File: config.mk
export PLATFORM = sky130hd
export DESIGN_NAME = multi_slot_pulse_timer
export DESIGN_NICKNAME = d
export VERILOG_FILES = /design/src/hw/rtl/mspt_pkg.sv /design/src/hw/rtl/mspt_slot_table.sv /design/src/hw/rtl/multi_slot_pulse_timer.sv
export SDC_FILE = /design/constraint.sdc
export NUM_CORES = 1
export LEC_CHECK = 0
export CAP_MARGIN = 20
export CORE_ASPECT_RATIO = 1.5
export CORE_MARGIN = 2
export CORE_UTILIZATION = 40
export CTS_CLUSTER_DIAMETER = 200
export DETAILED_ROUTE_END_ITERATION = 8
export DONT_BUFFER_PORTS = 1
export SETUP_SLACK_MARGIN = 0.05
export SKIP_CTS_REPAIR_TIMING = 1
export SLEW_MARGIN = 15
export SYNTH_ARGS = -nofsm -noshare
export SYNTH_HDL_FRONTEND = slang
export SYNTH_SLANG_ARGS = --single-unit
File: constraint.sdc
create_clock -name clk -period 12.8 [get_ports clk]
set_input_delay 0.64 -clock clk [delete_from_list [all_inputs] [get_ports clk]]
set_output_delay 0.64 -clock clk [all_outputs]
set_load 0.01 [all_outputs]
File: src/hw/rtl/mspt_pkg.sv
`timescale 1ns / 1ps
// ----------------------------------------------------------------------------
// mspt_pkg
// Shared types and constants of the multi-slot pulse timer.
// ----------------------------------------------------------------------------
package mspt_pkg;

	localparam int PIN_W  = 6;
	localparam int TIME_W = 32;

	typedef logic [PIN_W-1:0]  pin_t;
	typedef logic [TIME_W-1:0] time_t;

	// command kind (s_tuser)
	localparam logic CMD_START = 1'b0;
	localparam logic CMD_TICK  = 1'b1;

	// result action (m_tuser)
	localparam logic ACT_DRIVE  = 1'b0;
	localparam logic ACT_TOGGLE = 1'b1;

	// request from the input stage to the slot table
	typedef struct packed {
		logic  start;
		logic  tick;
		pin_t  pin;
		time_t dur;
	} req_t;

	// expiry result offered by the slot table
	typedef struct packed {
		logic valid;
		pin_t pin;
		logic last;
	} emit_t;

endpackage

File: src/hw/rtl/mspt_slot_table.sv
`timescale 1ns / 1ps
// ----------------------------------------------------------------------------
// mspt_slot_table
// Millisecond counter, slot storage, allocation, expiry compare and the
// queue of expired slots still to be reported.
// ----------------------------------------------------------------------------
module mspt_slot_table #(
	parameter int NUM_SLOTS = 4
) (
	input  logic            clk,
	input  logic            arst_n,
	input  mspt_pkg::req_t  req,
	input  logic            emit_take,
	output logic            sched,
	output logic            pend_empty,
	output mspt_pkg::emit_t emit
);

	logic [NUM_SLOTS-1:0]  busy_q;
	logic [NUM_SLOTS-1:0]  pend_q;
	mspt_pkg::time_t       time_q;
	mspt_pkg::pin_t        pin_q [NUM_SLOTS];
	mspt_pkg::time_t       end_q [NUM_SLOTS];

	logic [NUM_SLOTS-1:0]  alloc_oh;
	logic [NUM_SLOTS-1:0]  exp_mask;
	logic [NUM_SLOTS-1:0]  emit_oh;
	mspt_pkg::time_t       time_nxt;
	mspt_pkg::time_t       end_new;
	mspt_pkg::pin_t        emit_pin;

	assign time_nxt = time_q + mspt_pkg::time_t'(1);
	assign end_new  = time_q + req.dur;

	// lowest free slot and lowest pending slot, one-hot
	always_comb begin
		logic found_a;
		logic found_e;
		found_a  = 1'b0;
		found_e  = 1'b0;
		alloc_oh = '0;
		emit_oh  = '0;
		for (int i = 0; i < NUM_SLOTS; i++) begin
			if (!busy_q[i] && !found_a) begin
				alloc_oh[i] = 1'b1;
				found_a     = 1'b1;
			end
			if (pend_q[i] && !found_e) begin
				emit_oh[i] = 1'b1;
				found_e    = 1'b1;
			end
		end
	end

	always_comb begin
		emit_pin = '0;
		for (int i = 0; i < NUM_SLOTS; i++) begin
			exp_mask[i] = busy_q[i] && (end_q[i] <= time_nxt);
			if (emit_oh[i]) begin
				emit_pin = emit_pin | pin_q[i];
			end
		end
	end

	assign sched      = |alloc_oh;
	assign pend_empty = (pend_q == '0);
	assign emit.valid = !pend_empty;
	assign emit.pin   = emit_pin;
	assign emit.last  = ((pend_q & ~emit_oh) == '0);

	always_ff @(posedge clk or negedge arst_n) begin
		if (!arst_n) begin
			time_q <= '0;
			busy_q <= '0;
			pend_q <= '0;
		end else begin
			if (req.tick) begin
				time_q <= time_nxt;
				busy_q <= busy_q & ~exp_mask;
				pend_q <= exp_mask;
			end else begin
				if (req.start) begin
					busy_q <= busy_q | alloc_oh;
				end
				if (emit_take) begin
					pend_q <= pend_q & ~emit_oh;
				end
			end
		end
	end

	always_ff @(posedge clk) begin
		for (int i = 0; i < NUM_SLOTS; i++) begin
			if (req.start && alloc_oh[i]) begin
				pin_q[i] <= req.pin;
				end_q[i] <= end_new;
			end
		end
	end

endmodule

File: src/hw/rtl/multi_slot_pulse_timer.sv
`timescale 1ns / 1ps
// ----------------------------------------------------------------------------
// multi_slot_pulse_timer
// Table of one-shot pulse slots on a free-running millisecond counter.
// ----------------------------------------------------------------------------
// A start item yields one drive result and can be taken every cycle while the
// output is not stalled and no expired slots are pending; its result is
// registered in the input stage and then in the output register. A tick item
// advances time and frees every slot whose end time has been reached; the
// expired slots are then reported as toggle items in slot order, one per cycle
// from the output register while the output is not stalled, and the next input
// item is processed after the last of them. When all slots are busy a start
// still drives its pin with was_scheduled 0.
// ----------------------------------------------------------------------------
module multi_slot_pulse_timer #(
	parameter int NUM_SLOTS = 4
) (
	input  logic        clk,
	input  logic        arst_n,
	input  logic        s_tvalid,
	output logic        s_tready,
	input  logic [39:0] s_tdata,   // pin_id[5:0], duration[37:6], end_level[38]
	input  logic [0:0]  s_tuser,   // cmd[0]
	output logic        m_tvalid,
	input  logic        m_tready,
	output logic [7:0]  m_tdata,   // out_pin[5:0], drive_level[6], was_scheduled[7]
	output logic [0:0]  m_tuser,   // action[0]
	output logic        m_tlast    // last_result
);

	logic                   valid_s1;
	logic                   cmd_s1;
	mspt_pkg::pin_t         pin_s1;
	mspt_pkg::time_t        dur_s1;
	logic                   endl_s1;

	logic                   out_free;
	logic                   proc;
	logic                   emit_take;
	logic                   sched;
	logic                   pend_empty;
	mspt_pkg::req_t         req;
	mspt_pkg::emit_t        emit;

	logic                   m_tvalid_q;
	logic [7:0]             m_tdata_q;
	logic                   m_tuser_q;
	logic                   m_tlast_q;

	assign out_free  = !m_tvalid_q || m_tready;
	assign proc      = valid_s1 && pend_empty && (cmd_s1 == mspt_pkg::CMD_TICK || out_free);
	assign emit_take = emit.valid && out_free;
	assign s_tready  = !valid_s1 || proc;

	assign req.start = proc && (cmd_s1 == mspt_pkg::CMD_START);
	assign req.tick  = proc && (cmd_s1 == mspt_pkg::CMD_TICK);
	assign req.pin   = pin_s1;
	assign req.dur   = dur_s1;

	mspt_slot_table #(
		.NUM_SLOTS(NUM_SLOTS)
	) u_table (
		.clk       (clk),
		.arst_n    (arst_n),
		.req       (req),
		.emit_take (emit_take),
		.sched     (sched),
		.pend_empty(pend_empty),
		.emit      (emit)
	);

	always_ff @(posedge clk or negedge arst_n) begin
		if (!arst_n) begin
			valid_s1 <= 1'b0;
		end else if (s_tready) begin
			valid_s1 <= s_tvalid;
		end
	end

	always_ff @(posedge clk) begin
		if (s_tready && s_tvalid) begin
			cmd_s1  <= s_tuser[0];
			pin_s1  <= s_tdata[5:0];
			dur_s1  <= s_tdata[37:6];
			endl_s1 <= s_tdata[38];
		end
	end

	always_ff @(posedge clk or negedge arst_n) begin
		if (!arst_n) begin
			m_tvalid_q <= 1'b0;
		end else if (req.start || emit_take) begin
			m_tvalid_q <= 1'b1;
		end else if (m_tready) begin
			m_tvalid_q <= 1'b0;
		end
	end

	always_ff @(posedge clk) begin
		if (req.start) begin
			m_tdata_q <= {sched, ~endl_s1, pin_s1};
			m_tuser_q <= mspt_pkg::ACT_DRIVE;
			m_tlast_q <= 1'b1;
		end else if (emit_take) begin
			m_tdata_q <= {1'b1, 1'b0, emit.pin};
			m_tuser_q <= mspt_pkg::ACT_TOGGLE;
			m_tlast_q <= emit.last;
		end
	end

	assign m_tvalid   = m_tvalid_q;
	assign m_tdata    = m_tdata_q;
	assign m_tuser[0] = m_tuser_q;
	assign m_tlast    = m_tlast_q;

endmodule

# == Yosys cells after proc, flatten, opt, wreduce, memory -nomap -nowiden ==
# Memory sizes are Yosys's and may differ from the RTL's.
# Index checks and enable logic that the tools add are counted.
# op_classes
add_sub_neg,2
order_cmp,4
muxes,50
bitwise,10
n_reduce_logical,48
# ops
cell,n
$le A32 B32 Y1,4
$mux W32,3
$reduce_or A32 Y1,3
$mux W6,7
$add A32 B1 Y32 const B,1
$add A32 B32 Y32,1
$mux W1,28
$logic_and A1 B1 Y1,20
$or A6 B6 Y6,3
$reduce_or A6 Y1,3
$mux W4,4
$mux W8,2
$mux W2,6
$logic_not A1 Y1,11
$and A4 B4 Y4,2
$logic_not A4 Y1,2
$not A4 Y4,2
$reduce_bool A2 Y1,4
$logic_or A1 B1 Y1,4
$or A4 B4 Y4,1
$reduce_or A4 Y1,1
$not A1 Y1,2
# word_totals
regBits,92
mem_bits_rw,152
inputBits,45
output_inout_bits,12
word_cells,128
n_memories,2
# memory_table
memory,depth,width,rd,rd_ports_with_merged_regs,write_ports,line_no,rtl
u_table.end_q,4,32,4,0,1,mspt_slot_table.sv:23,mspt_pkg::time_t end_q [NUM_SLOTS];
u_table.pin_q,4,6,4,0,1,mspt_slot_table.sv:22,mspt_pkg::pin_t pin_q [NUM_SLOTS];

# == Depth between registers and ports, before layout ==
# logic_depth
depth_word,14
ltp_mapped,19

# == By module ==
# Synthesis repeated with hierarchy kept, for this count alone.
# hier_totals
hier_cells,1026
hier_area_um2,13082.5
# by_module_without_submodules
mod,instances,cells_per_inst,area_per_inst_um2,seq_area_each_um2
mspt_slot_table,1,947,11330.9,5565.3
multi_slot_pulse_timer,1,79,1751.7,1531.5

# == Worst setup path after synthesis ==
# No wires, ideal clock.
# synth_path
path_type,register to register
start,reg u_table.pend_q[1]
end,mem u_table.end_q[3][0] in the netlist's numbering (enable)
setup_time_ns,0.481
arrival_time_ns,4.210
required_ns,12.319
path_slack_ns,8.110
stages_incl_launch_ff,6
synth_period_minus_slack_ns,4.690
path_cell_list,dfrtp_1 -> nor4_1 -> nand2_1 -> nor3_1 -> nand3_1 -> nor3_1
# synth_via
elab_chain_cells,11
# synth_lines
item,line_no,rtl
start: declaration,mspt_slot_table.sv:20,logic [NUM_SLOTS-1:0] pend_q;
start signal: assignment,mspt_slot_table.sv:80,pend_q <= exp_mask;
start signal: assignment,mspt_slot_table.sv:86,pend_q <= pend_q & ~emit_oh;
$logic_not A4 Y1 *,mspt_slot_table.sv:66,assign pend_empty = (pend_q == '0);
$logic_and A1 B1 Y1 * (2 in series),multi_slot_pulse_timer.sv:51,assign proc = valid_s1 && pend_empty && (cmd_s1 == mspt_pkg::CMD_TICK || out_free);
$logic_and A1 B1 Y1 *,multi_slot_pulse_timer.sv:55,assign req.start = proc && (cmd_s1 == mspt_pkg::CMD_START);
$logic_and A1 B1 Y1,mspt_slot_table.sv:94,if (req.start && alloc_oh[i]) begin
$mux W1,mspt_slot_table.sv:94,
$mux W1 (implied by the code),mspt_slot_table.sv:96,end_q[i] <= end_new;
$reduce_or A32 Y1 (no line),n/a,
$mux W2 (no line) or $mux W1 (tied branches) (3 in series),n/a,
end: declaration,mspt_slot_table.sv:23,
# Every way passes the cells marked *; elsewhere a longest branch is shown, timed or not.

# == Final worst setup path ==
# layout_path
start,reg u_table.time_q[0]
end,reg u_table.pend_q[0]
# layout_via
elab_chain_cells,4
# layout_lines
item,line_no,rtl
start: declaration,mspt_slot_table.sv:21,mspt_pkg::time_t time_q;
start signal: assignment,mspt_slot_table.sv:78,time_q <= time_nxt;
$add A32 B1 Y32,mspt_slot_table.sv:32,assign time_nxt = time_q + mspt_pkg::time_t'(1);
$le A32 B32 Y1,mspt_slot_table.sv:58,exp_mask[i] = busy_q[i] && (end_q[i] <= time_nxt);
$logic_and A1 B1 Y1,mspt_slot_table.sv:58,
$mux W4,mspt_slot_table.sv:77,if (req.tick) begin
# No other way between the ends.
# A chain may end at the register's enable or synchronous reset.

==> results.json <==
{
  "max_freq_mhz": 214,
  "die_h_um": 225,
  "multi_input_area_um2": 5770,
  "grt_max_degree": 43,
  "start_kind": "register",
  "rsz0062_at_grt": "false",
  "final.period_utilization_pct": 36.5,
  "wirelength_um": 30700,
  "slew_headroom_pct": 36.5,
  "clock_latency_ps": 560,
  "cts_tree": "built",
  "place.gp.congestion": 0.825,
  "dieArea_um2": 33900,
  "async_reset_ff_share_pct": 17.2,
  "ioPinCount": 57,
  "worst_slew_pin_slew_ps": 943,
  "path_clk_slew_ps": 70,
  "fin_crit_ps": 4680,
  "fill_cells": 2820,
  "io_buffers": 0,
  "syn-num-nets": 1216,
  "layout_commonest_cell": "edfxtp_1",
  "cts_buffer_depth": 3,
  "ys_types": 66,
  "worstPathArrival_ps": 5100,
  "skew_ps": 25.7,
  "grt_pass1_wl_um": 47500,
  "maxCapViolations": 0,
  "overflow": 0,
  "core_um2": 31900,
  "clock-sinks": 244,
  "avgSynthCellArea_um2": 12.8,
  "syn-cell-area_um2": 13000,
  "diodes": 0,
  "wl_per_cell_um": 20.9,
  "synth-edff-count": 200,
  "status": "finished, final reports clean",
  "layout-drive-gt1-share_pct": 7.34,
  "initial_core_util_pct": 40.7,
  "top_layer": "met4",
  "cts_max_level": 1,
  "ys_seq_area_share_pct": 54.7,
  "yosysTopAreaCellShare_pct": 46.3,
  "power.density_nw_per_um2": 173,
  "setup_viol": 0,
  "vias": 8200,
  "irDropWorstVdd_uv": 111,
  "cpMaxStageDelayCell": "a31oi_1",
  "ff2ff_path_depth": 17,
  "yosysTopAreaCell": "edfxtp_1",
  "layout_common_cells": "edfxtp_1, ha_1, nand2_1",
  "synth_ff_type": "edfxtp_1",
  "crit_buf_inv": 1,
  "drt_pre_antenna_iters": 4,
  "vias_per_cell": 5.57,
  "total_power_mw": 2.52,
  "crit_type": "reg2reg",
  "final_util_pct": 45.6,
  "antenna_left": 0,
  "critPathRequiredTime_ps": 13230,
  "crit_path_max_incr_delay_ps": 470,
  "die_w_um": 151,
  "yosys_register_bits": 244,
  "synth.area.top_cells": "edfxtp_1, ha_1, dfrtp_1",
  "grt_pass1_vias": 8535,
  "post-route-drc-count": 0,
  "drv_slew": 0,
  "path_cells": "ha_1, nand3_1, nor3_2, and3_1, buf_4, and3_2, nand3_1, nor2_1, nand2_1, xor2_1, ha_1, nand4_1, nor2_1, and3_1, nand4_1, a31oi_1, o31ai_1",
  "drt-initial-drc-count": 347,
  "place_hpwl_um": 22400,
  "final.setup.tns_ps": 0,
  "yosysWarnings": 0,
  "cp_num_cells": 17,
  "wl_met3_um": 913,
  "nets": 1244,
  "wl_met2_um": 16800,
  "hold_viol": 0,
  "area_delta_synth_final_pct": 12.2,
  "cts_buffers": 26,
  "root_buffer": "clkbuf_16",
  "cp-end-kind": "register",
  "seqCellArea_um2": 7100,
  "crit_family": "simple AND/OR/NAND/NOR gates",
  "grt_usage_pct": 18.5,
  "p_leak_nw": 5.72,
  "holdPathStages": 0,
  "synthCells": 1014,
  "cp_max_fo": 10,
  "std_cell_rows": 80,
  "min_path_type": "in2reg",
  "antenna_found_initial": 0,
  "drt-met1-wl_um": 12000,
  "hold_slack_ps": 173
}
[routing by layer]
layer / GRT usage (%) / up-vias
li1: - / 3955
met1: 20.5 / 4048
met2: 35.2 / 138
met3: 2.29 / 59
met4: 7.45 / 0
met5: 0 / -
[synth_stat cells, types with 7 or more instances]
library cell,instances
o21a_1,12
and3_1,12
a21o_1,50
inv_1,22
a221o_1,9
nor3_1,15
nand3_1,25
or3_1,7
xor2_1,38
and4_1,7
nor2b_1,13
a211oi_1,7
o21ai_0,37
o211ai_1,8
xnor2_1,51
nand4_1,32
edfxtp_1,200
ha_1,156
nand2_1,58
nor2_1,49
clkbuf_1,10
a21oi_1,55
dfrtp_1,42
nand2b_1,12
[state kept, by name, summed over array words and instances, names as in the netlist, 4 cells and up]
signal          flops
u_table.time_q     32
u_table.busy_q      4
dur_s1             32
pin_s1              6
u_table.pin_q      24
u_table.end_q     128
u_table.pend_q      4
m_tdata             8
[cells by family after synthesis]
group	count (synthesis)	synth area share, %
AOI/OAI and AO/OA	225	11.6
xor gates and xnor gates	93	6.74
adders and majority gates	161	15.5
buffers and inverters	36	1.13
DFF	244	54.7
muxes	3	0.231
and+or+nand+nor	252	10.1
[per-stage QoR]
step           cell area (µm²)  setup WS, ps  std cells
2_1_floorplan            13000          8110       1014
3_3_place_gp             13500          8090       1421
3_5_place_dp             13500          8030       1421
4_1_cts                  14500          8010       1469
5_1_grt                  14600          7760       1472
6_report                 14600          8120       1472
[cell type report]
type	instances	share of cell area [%]
clock buffer	30	4.77
clock inverter	18	1.91
inverter	22	0.567
multi-input combinational	734	39.6
sequential	244	48.7
tap	410	3.52
timing repair buffer	14	0.927
[worst register-to-register path: stages, from the launching register on]
cell and delay (ps):
dfrtp_1 450, ha_1 240, nand3_1 310, nor3_2 390, and3_1 220, buf_4 220
and3_2 230, nand3_1 200, nor2_1 230, nand2_1 100, xor2_1 380, ha_1 210
nand4_1 90, nor2_1 180, and3_1 230, nand4_1 250, a31oi_1 470, o31ai_1 130
[path summary, 6_finish.rpt]
kind	from	end	slack [ps]
min	s_tdata[9]	dur_s1[3]	170
min in group asynchronous	arst_n	u_table.time_q[28]	590
max	u_table.time_q[0]	u_table.pend_q[0]	8120
max reg2reg	u_table.time_q[0]	u_table.pend_q[0]	8120
max in group asynchronous	arst_n	u_table.time_q[6]	11950
min reg2reg	m_tuser	m_tuser	530
[report_power, final]
| part | switching, mW | internal, mW | total (mW) |
|---|---|---|---|
| registers | 0.0750 | 1.04 | 1.11 |
| logic | 0.351 | 0.201 | 0.553 |
| clock network | 0.324 | 0.531 | 0.855 |
(Power assumes the default switching activity.)
